### src/sv/pctd_pkg.sv
// ---------------------------------------------------------------------------
// pctd_pkg
// Shared types, codes and helpers for the percent decoder.
// ---------------------------------------------------------------------------
package pctd_pkg;

    localparam logic [7:0] PCT_CHAR   = 8'h25;
    localparam int         BUF_W      = 16;
    localparam int         OCOUNT_W   = 17;
    localparam int         MAX_BEATS  = 3;

    localparam logic KIND_DATA = 1'b0;
    localparam logic KIND_SUM  = 1'b1;

    // escape tracking, one-hot
    typedef enum logic [2:0] {
        PH_IDLE = 3'b001,
        PH_PCT  = 3'b010,
        PH_DIG  = 3'b100
    } pctd_phase_t;

    typedef struct packed {
        logic                kind;
        logic [7:0]          data;
        logic [OCOUNT_W-1:0] count;
        logic                trunc;
    } pctd_beat_t;

    // results of one input beat, entry 0 goes out first
    typedef struct packed {
        logic [1:0]                 num;
        pctd_beat_t [MAX_BEATS-1:0] beat;
    } pctd_res_t;

    function automatic logic [3:0] hex_nibble(input logic [7:0] c);
        logic [3:0] v;
        begin
            v = 4'd0;
            if (c >= 8'h30 && c <= 8'h39) begin
                v = 4'(c - 8'h30);
            end else if (c >= 8'h41 && c <= 8'h46) begin
                v = 4'(c - 8'h41) + 4'd10;
            end else if (c >= 8'h61 && c <= 8'h66) begin
                v = 4'(c - 8'h61) + 4'd10;
            end
            return v;
        end
    endfunction

endpackage

### src/sv/pctd_step.sv
// ---------------------------------------------------------------------------
// pctd_step
// Next-state and result logic for one input byte of the percent decoder.
// ---------------------------------------------------------------------------
module pctd_step #(
    parameter int LEN_BITS = 16
) (
    input  logic [7:0]                 in_byte,
    input  logic                       in_last,
    input  logic [pctd_pkg::BUF_W-1:0] buffer_size,
    input  pctd_pkg::pctd_phase_t      phase,
    input  logic [7:0]                 held,
    input  logic [LEN_BITS-1:0]        budget,
    input  logic [LEN_BITS:0]          count,
    input  logic                       stopped,
    input  logic                       unlimited,
    output pctd_pkg::pctd_phase_t      phase_next,
    output logic [7:0]                 held_next,
    output logic [LEN_BITS-1:0]        budget_next,
    output logic [LEN_BITS:0]          count_next,
    output logic                       stopped_next,
    output logic                       unlimited_next,
    output pctd_pkg::pctd_res_t        res
);
    import pctd_pkg::*;

    localparam int CW = LEN_BITS + 1;

    always_comb
    begin
        pctd_phase_t     ph;
        logic [7:0]      hd;
        logic [LEN_BITS-1:0] bud;
        logic [CW-1:0]   cnt;
        logic            stp;
        logic            unl;
        logic [1:0]      n;
        logic            go_fresh;
        logic            do_emit;
        logic [7:0]      emit_byte;

        ph        = phase;
        hd        = held;
        bud       = budget;
        cnt       = count;
        stp       = stopped;
        unl       = unlimited;
        n         = 2'd0;
        go_fresh  = 1'b0;
        do_emit   = 1'b0;
        emit_byte = 8'h00;
        res       = '0;

        // latch the budget on the first byte of a string
        if (cnt == '0 && ph == PH_IDLE && !stp)
        begin
            unl = (buffer_size == '0);
            bud = LEN_BITS'(buffer_size - 16'd1);
        end

        if (!stp)
        begin
            unique case (ph)
                PH_PCT:
                begin
                    if (in_last)
                    begin
                        ph        = PH_IDLE;
                        do_emit   = 1'b1;
                        emit_byte = PCT_CHAR;
                        go_fresh  = 1'b1;
                    end else begin
                        hd = in_byte;
                        ph = PH_DIG;
                    end
                end
                PH_DIG:
                begin
                    ph        = PH_IDLE;
                    do_emit   = 1'b1;
                    emit_byte = {hex_nibble(held), hex_nibble(in_byte)};
                end
                default:
                begin
                    ph       = PH_IDLE;
                    go_fresh = 1'b1;
                end
            endcase
        end

        if (do_emit)
        begin
            res.beat[n] = '{kind: KIND_DATA, data: emit_byte, count: '0, trunc: 1'b0};
            n = n + 2'd1;
            if (!cnt[LEN_BITS]) cnt = cnt + CW'(1);
            if (!unl && bud != '0) bud = bud - LEN_BITS'(1);
        end

        if (go_fresh)
        begin
            if (!unl && bud == '0)
            begin
                // out of budget: count the overflow byte and stop
                if (!cnt[LEN_BITS]) cnt = cnt + CW'(1);
                stp = 1'b1;
                ph  = PH_IDLE;
            end else if (in_byte == PCT_CHAR && !in_last) begin
                ph = PH_PCT;
            end else begin
                res.beat[n] = '{kind: KIND_DATA, data: in_byte, count: '0, trunc: 1'b0};
                n = n + 2'd1;
                if (!cnt[LEN_BITS]) cnt = cnt + CW'(1);
                if (!unl && bud != '0) bud = bud - LEN_BITS'(1);
            end
        end

        if (in_last)
        begin
            res.beat[n] = '{kind: KIND_SUM, data: 8'h00, count: OCOUNT_W'(cnt), trunc: stp};
            n   = n + 2'd1;
            ph  = PH_IDLE;
            hd  = 8'h00;
            bud = '0;
            cnt = '0;
            stp = 1'b0;
            unl = 1'b0;
        end

        res.num        = n;
        phase_next     = ph;
        held_next      = hd;
        budget_next    = bud;
        count_next     = cnt;
        stopped_next   = stp;
        unlimited_next = unl;
    end

endmodule

### src/sv/pctd_outq.sv
// ---------------------------------------------------------------------------
// pctd_outq
// Result register: holds up to three beats of one input and drains them.
// ---------------------------------------------------------------------------
module pctd_outq (
    input  logic                clk,
    input  logic                rst_n,
    input  logic                load,
    input  pctd_pkg::pctd_res_t load_res,
    output logic                can_load,
    output logic                m_tvalid,
    input  logic                m_tready,
    output logic [31:0]         m_tdata,
    output logic                m_tuser,
    output logic                m_tlast
);
    import pctd_pkg::*;

    logic [1:0]                 num_reg;
    logic [1:0]                 num_next;
    pctd_beat_t [MAX_BEATS-1:0] beat_reg;
    pctd_beat_t [MAX_BEATS-1:0] beat_next;
    logic                       pop;

    assign m_tvalid = (num_reg != 2'd0);
    assign pop      = m_tvalid && m_tready;
    assign can_load = (num_reg == 2'd0) || (num_reg == 2'd1 && m_tready);

    always_comb
    begin
        num_next  = num_reg;
        beat_next = beat_reg;
        if (load)
        begin
            num_next  = load_res.num;
            beat_next = load_res.beat;
        end else if (pop) begin
            // advance the queue by one beat
            num_next     = num_reg - 2'd1;
            beat_next[0] = beat_reg[1];
            beat_next[1] = beat_reg[2];
        end
    end

    always_ff @(posedge clk or negedge rst_n)
    begin
        if (!rst_n)
        begin
            num_reg <= 2'd0;
        end else begin
            num_reg <= num_next;
        end
    end

    always_ff @(posedge clk)
    begin
        beat_reg <= beat_next;
    end

    assign m_tdata = {6'd0, beat_reg[0].trunc, beat_reg[0].count, beat_reg[0].data};
    assign m_tuser = beat_reg[0].kind;
    assign m_tlast = (num_reg == 2'd1);

endmodule

### src/sv/percent_decoder_core.sv
// ---------------------------------------------------------------------------
// percent_decoder_core
// Streaming URL percent decoder with output budget and end-of-string summary.
// ---------------------------------------------------------------------------
// Timing: the first result beat is registered, valid in the cycle after the input beat is accepted.
// Throughput: one input beat per cycle while s_tready is high; the final byte of a
// string yields up to three result beats, drained one per cycle while m_tready is high
// from the result register, which holds off the input until at most one beat is left.
// Reset: rst_n clears string state, buffer_size and the result register's beat count.
module percent_decoder_core #(
    parameter int LEN_BITS = 16
) (
    input  logic                       clk,
    input  logic                       rst_n,
    input  logic                       cfg_we,
    input  logic [pctd_pkg::BUF_W-1:0] cfg_wdata,   // buffer_size
    input  logic                       s_tvalid,
    output logic                       s_tready,
    input  logic [7:0]                 s_tdata,     // [7:0] in_byte
    input  logic                       s_tlast,     // in_last
    output logic                       m_tvalid,
    input  logic                       m_tready,
    output logic [31:0]                m_tdata,     // [7:0] out_byte, [24:8] out_count,
                                                    // [25] out_truncated, rest zero
    output logic                       m_tuser,     // out_kind
    output logic                       m_tlast      // out_last
);
    import pctd_pkg::*;

    logic [BUF_W-1:0]    buffer_size_reg;
    pctd_phase_t         phase_reg;
    pctd_phase_t         phase_next;
    logic [7:0]          held_reg;
    logic [7:0]          held_next;
    logic [LEN_BITS-1:0] budget_reg;
    logic [LEN_BITS-1:0] budget_next;
    logic [LEN_BITS:0]   count_reg;
    logic [LEN_BITS:0]   count_next;
    logic                stopped_reg;
    logic                stopped_next;
    logic                unlimited_reg;
    logic                unlimited_next;
    pctd_res_t           res;
    logic                accept;

    assign accept = s_tvalid && s_tready;

    pctd_step #(
        .LEN_BITS(LEN_BITS)
    ) u_step (
        .in_byte        (s_tdata),
        .in_last        (s_tlast),
        .buffer_size    (buffer_size_reg),
        .phase          (phase_reg),
        .held           (held_reg),
        .budget         (budget_reg),
        .count          (count_reg),
        .stopped        (stopped_reg),
        .unlimited      (unlimited_reg),
        .phase_next     (phase_next),
        .held_next      (held_next),
        .budget_next    (budget_next),
        .count_next     (count_next),
        .stopped_next   (stopped_next),
        .unlimited_next (unlimited_next),
        .res            (res)
    );

    pctd_outq u_outq (
        .clk      (clk),
        .rst_n    (rst_n),
        .load     (accept),
        .load_res (res),
        .can_load (s_tready),
        .m_tvalid (m_tvalid),
        .m_tready (m_tready),
        .m_tdata  (m_tdata),
        .m_tuser  (m_tuser),
        .m_tlast  (m_tlast)
    );

    always_ff @(posedge clk or negedge rst_n)
    begin
        if (!rst_n)
        begin
            buffer_size_reg <= '0;
        end else if (cfg_we) begin
            buffer_size_reg <= cfg_wdata;
        end
    end

    always_ff @(posedge clk or negedge rst_n)
    begin
        if (!rst_n)
        begin
            phase_reg     <= PH_IDLE;
            held_reg      <= 8'h00;
            budget_reg    <= '0;
            count_reg     <= '0;
            stopped_reg   <= 1'b0;
            unlimited_reg <= 1'b0;
        end else if (accept) begin
            phase_reg     <= phase_next;
            held_reg      <= held_next;
            budget_reg    <= budget_next;
            count_reg     <= count_next;
            stopped_reg   <= stopped_next;
            unlimited_reg <= unlimited_next;
        end
    end

    // a string end always leaves its summary in the result register
    a_last_gives_summary: assert property (@(posedge clk) disable iff (!rst_n)
        s_tvalid && s_tready && s_tlast |=> m_tvalid)
        else $error("no result after final byte");

    // the summary is the final beat of its group
    a_summary_is_last: assert property (@(posedge clk) disable iff (!rst_n)
        m_tvalid && m_tuser |-> m_tlast)
        else $error("summary beat not marked last");

    // a byte inside a string never produces a summary
    a_no_early_summary: assert property (@(posedge clk) disable iff (!rst_n)
        s_tvalid && s_tready && !s_tlast |=> !(m_tvalid && m_tuser))
        else $error("summary produced mid-string");

    // stopped and an escape in progress never coexist
    a_stop_clears_phase: assert property (@(posedge clk) disable iff (!rst_n)
        stopped_reg |-> phase_reg == PH_IDLE)
        else $error("escape pending after truncation");

endmodule
### config.mk
export PLATFORM = sky130hd
export DESIGN_NAME = percent_decoder_core
export DESIGN_NICKNAME = d
export VERILOG_FILES = /design/src/sv/pctd_pkg.sv /design/src/sv/pctd_step.sv /design/src/sv/pctd_outq.sv /design/src/sv/percent_decoder_core.sv
export SDC_FILE = /design/constraint.sdc
export NUM_CORES = 1
export LEC_CHECK = 0
export BUFFER_PORTS_ARGS = -buffer_cell sky130_fd_sc_hd__buf_2
export CELL_PAD_IN_SITES_DETAIL_PLACEMENT = 1
export CELL_PAD_IN_SITES_GLOBAL_PLACEMENT = 2
export CORE_MARGIN = 3
export CORE_UTILIZATION = 39
export DETAILED_ROUTE_END_ITERATION = 8
export GPL_ROUTABILITY_DRIVEN = 0
export HOLD_SLACK_MARGIN = 0.05
export PLACE_DENSITY = 0.86
export SLEW_MARGIN = 40
export SYNTH_ARGS = -nofsm -noshare
export SYNTH_HDL_FRONTEND = slang
export SYNTH_SLANG_ARGS = --single-unit
### constraint.sdc
create_clock -name clk -period 7.6 [get_ports clk]
set_clock_uncertainty 0.1 [all_clocks]
set_input_delay 1.52 -clock clk [delete_from_list [all_inputs] [get_ports clk]]
set_output_delay 1.52 -clock clk [all_outputs]
set_load 0.02 [all_outputs]
==> results.yml <==
cts:
  clock_sinks: 137
  cts_tree: "built"
  ctsHtreeMaxLevel: 4
  clk_pin_slew_ns: 0.07
  cts_max_path_buffers: 2
  clk_latency_ns: 0.43
  cts-root-buf: "clkbuf_16"
  cts-buffers-inserted: 17
  cts_setup_buffers: 0
floorplan:
  initial_core_util: 0.398
  boundaryPins: 66
  rows: 56
  die_height_um: 161
  die_x_um: 161
  coreArea_um2: 23600
  dieArea_um2: 26000
final_layout:
  drive_above_1_share: 0.151
  register_area_um2: 3790
  largest_reg_flops: 46
  syn_to_final_growth_pct: 10.4
  diodes: 0
  nets: 1075
  fillers: 2727
  multiInputGateArea_um2: 5030
  final_area_um2: 10400
setup_path:
  crit_type: "register to register"
  critPathBufInv: 2
  critPathTopFamily: "simple AND/OR/NAND/NOR gates"
  crit_arrival_ns: 7.05
  startpoint_type: "register"
  required_ns: 7.68
  worst_setup_path_end_kind: "register"
  startpoint: "count_reg[9]"
  critPathSlowestCell: "dfrtp_1"
  slowest_delay_ns: 0.53
  rr_startpoint: "count_reg[9]"
  crit_fanout: 15
yosys:
  yosys_warnings: 0
  syn-instance-count: 1010
  yosysSeqAreaShare: 0.403
  syn_area_um2: 9410
  syn_avg_cell_area_um2: 9.32
  ys_top_cells_by_count: "nand2_1, edfxtp_1, nor2_1"
  yosysMostFrequentCell: "nand2_1"
  synth.top_cell.area_share: 0.233
  synth-seq-cells: 137
  synth-edff-count: 73
  synthArstFlopShare: 0.467
  synth_cell_types: 86
  synth.area.top_cells: "edfxtp_1, dfrtp_1, nand2_1, xnor2_1, a22o_1"
  yosysTopAreaCell: "edfxtp_1"
  yosys_most_used_dff: "edfxtp_1"
timing:
  hold_ws_ns: 0.403
  slew_headroom: 0.479
  fin_ws_ns: 0.628
  finalSetupViolCount: 0
  fmax_mhz: 143
  finalCritPeriodShare: 0.917
  tightest_slew_ns: 0.782
  finalHoldViolations: 0
  drv_slew: 0
  finalCriticalPeriod_ns: 6.97
  tns_ns: 0
global_routing:
  antenna_found_initial: 0
  grt_max_degree: 72
  track_usage: 0.215
  first_global_vias: 7927
  grt.overflow.total: 0
  grt_pass1_wl_um: 45000
placed_design:
  portBuffers: 59
  dp_hpwl_um: 19600
  pre_cts_ws_ns: 0.688
  place_area_um2: 9800
flow_run:
  cap_violations: 0
power:
  powerDensity_nw_per_um2: 378
  ir_worst_vdd_uv: 221
  power_leakage_nw: 4.15
drt:
  antenna_left: 0
  drt_wl_total_um: 27700
  drt_iter0_drc: 589
  routed-via-count: 7914
  drc_errors: 0
  routed_via_density: 5.84
  drt_pass1_iterations: 5
  post_drt_wl_per_cell_um: 20.4
worst_hold_path:
  min-delay-start: "budget_reg[13]"
  hold_path.class: "register to register"
outcome:
  status: "complete, no violations"
## logic make-up (layout without fill, tap and decap cells)
kind of cell	count (synthesis)	in the layout	share of synthesized area
flops	137	137	0.403
xor+xnor	64	64	0.0596
fa+ha+maj	21	21	0.0279
buf+inv	126	148	0.0660
simple gates	393	393	0.219
other cells	1	6	0.000399
compound gates	229	229	0.178
mux	39	39	0.0456
## layer usage
| layer | GRT usage | up-vias | part of all wire |
|---|---|---|---|
| li1 | - | 3723 | - |
| met1 | 0.310 | 3988 | 0.49 |
| met2 | 0.344 | 176 | 0.46 |
| met3 | 0.0318 | 27 | 0.038 |
| met4 | 0.0458 | 0 | 0.011 |
| met5 | 0 | - | 0 |
## report_power, final
| part | switching [mW] | internal (mW) | leakage, nW |
|---|---|---|---|
| combinational | 1.17 | 0.703 | 2.35 |
| sequential | 0.178 | 1.04 | 1.52 |
| clock | 0.374 | 0.463 | 0.277 |
| total | 1.72 | 2.21 | 4.15 |
## metrics by stage
| step | utilization | total power, mW | std cells |
|---|---|---|---|
| 3_5_place_dp | 0.415 | 3.07 | 1324 |
| 6_report | 0.440 | 3.93 | 1356 |
| 4_1_cts | 0.440 | 3.94 | 1356 |
| 3_3_place_gp | 0.415 | 3.03 | 1324 |
| 5_1_grt | 0.440 | 4.20 | 1356 |
| 2_1_floorplan | - | 2.60 | 1015 |
## worst reg2reg max path, stage by stage (launching register included)
cell and delay (ns):
dfrtp_1 0.53, nor4_1 0.42, and3_1 0.34, nand2_1 0.29, nor2_1 0.24, a21oi_2 0.10
ha_1 0.27, nor2b_1 0.15, a31oi_1 0.33, a221oi_4 0.06, nand2b_1 0.33, xnor2_1 0.34
ha_1 0.22, o311ai_1 0.20, nor3b_2 0.31, or4b_1 0.47, buf_4 0.19, o21ai_1 0.31
mux2_2 0.42, inv_1 0.10, ha_1 0.21, nand2_1 0.08, nand2_1 0.24, or2_2 0.19
o21ai_0 0.09, a41o_1 0.20
## timing repair
item / CTS / global route
resized for setup: 0 / 1
hold buffers: 0 / 0
setup endpoints to repair: 0 / 1
## worst paths after layout
path / cells past startpoint / end / slack (ns)
worst min-delay path: 2 / budget_reg[13] / 0.40
worst max-delay path: 25 / u_outq.m_tdata[4] / 0.63
worst min register to register: 2 / budget_reg[13] / 0.40
max in group asynchronous: 2 / buffer_size_reg[4] / 5.86
worst max register to register: 25 / u_outq.m_tdata[4] / 0.63
min in group asynchronous: 2 / held_reg[2] / 1.08
## layout by cell type, fill, tap and decap left out, types with 7 or more instances in the layout
| cell | n |
|---|---|
| a211oi_1 | 7 |
| a21oi_1 | 26 |
| a22o_1 | 40 |
| a22oi_1 | 10 |
| a31oi_1 | 8 |
| and2_1 | 26 |
| and3_1 | 9 |
| and4_1 | 8 |
| buf_2 | 59 |
| buf_4 | 19 |
| clkbuf_16 | 17 |
| dfrtp_1 | 63 |
| edfxtp_1 | 73 |
| ha_1 | 21 |
| inv_1 | 36 |
| mux2_2 | 21 |
| mux2i_1 | 17 |
| nand2_1 | 101 |
| nand2b_1 | 15 |
| nand3_1 | 41 |
| nand4_1 | 13 |
| nor2_1 | 63 |
| nor2b_1 | 7 |
| nor3_1 | 26 |
| nor3b_1 | 9 |
| nor4_1 | 19 |
| o21ai_0 | 55 |
| o31ai_1 | 8 |
| or3_1 | 17 |
| or4_1 | 9 |
| xnor2_1 | 43 |
| xor2_1 | 21 |
## final cells by class
class | instances | share of cell area
clock buffers | 17 | 0.0410
clock inverters | 15 | 0.0147
inverters | 37 | 0.0134
multi-input cells | 752 | 0.484
flip-flops and latches | 137 | 0.365
well taps | 319 | 0.0384
repair buffers | 79 | 0.0432
Note: power is estimated with default switching activity, not from simulation.
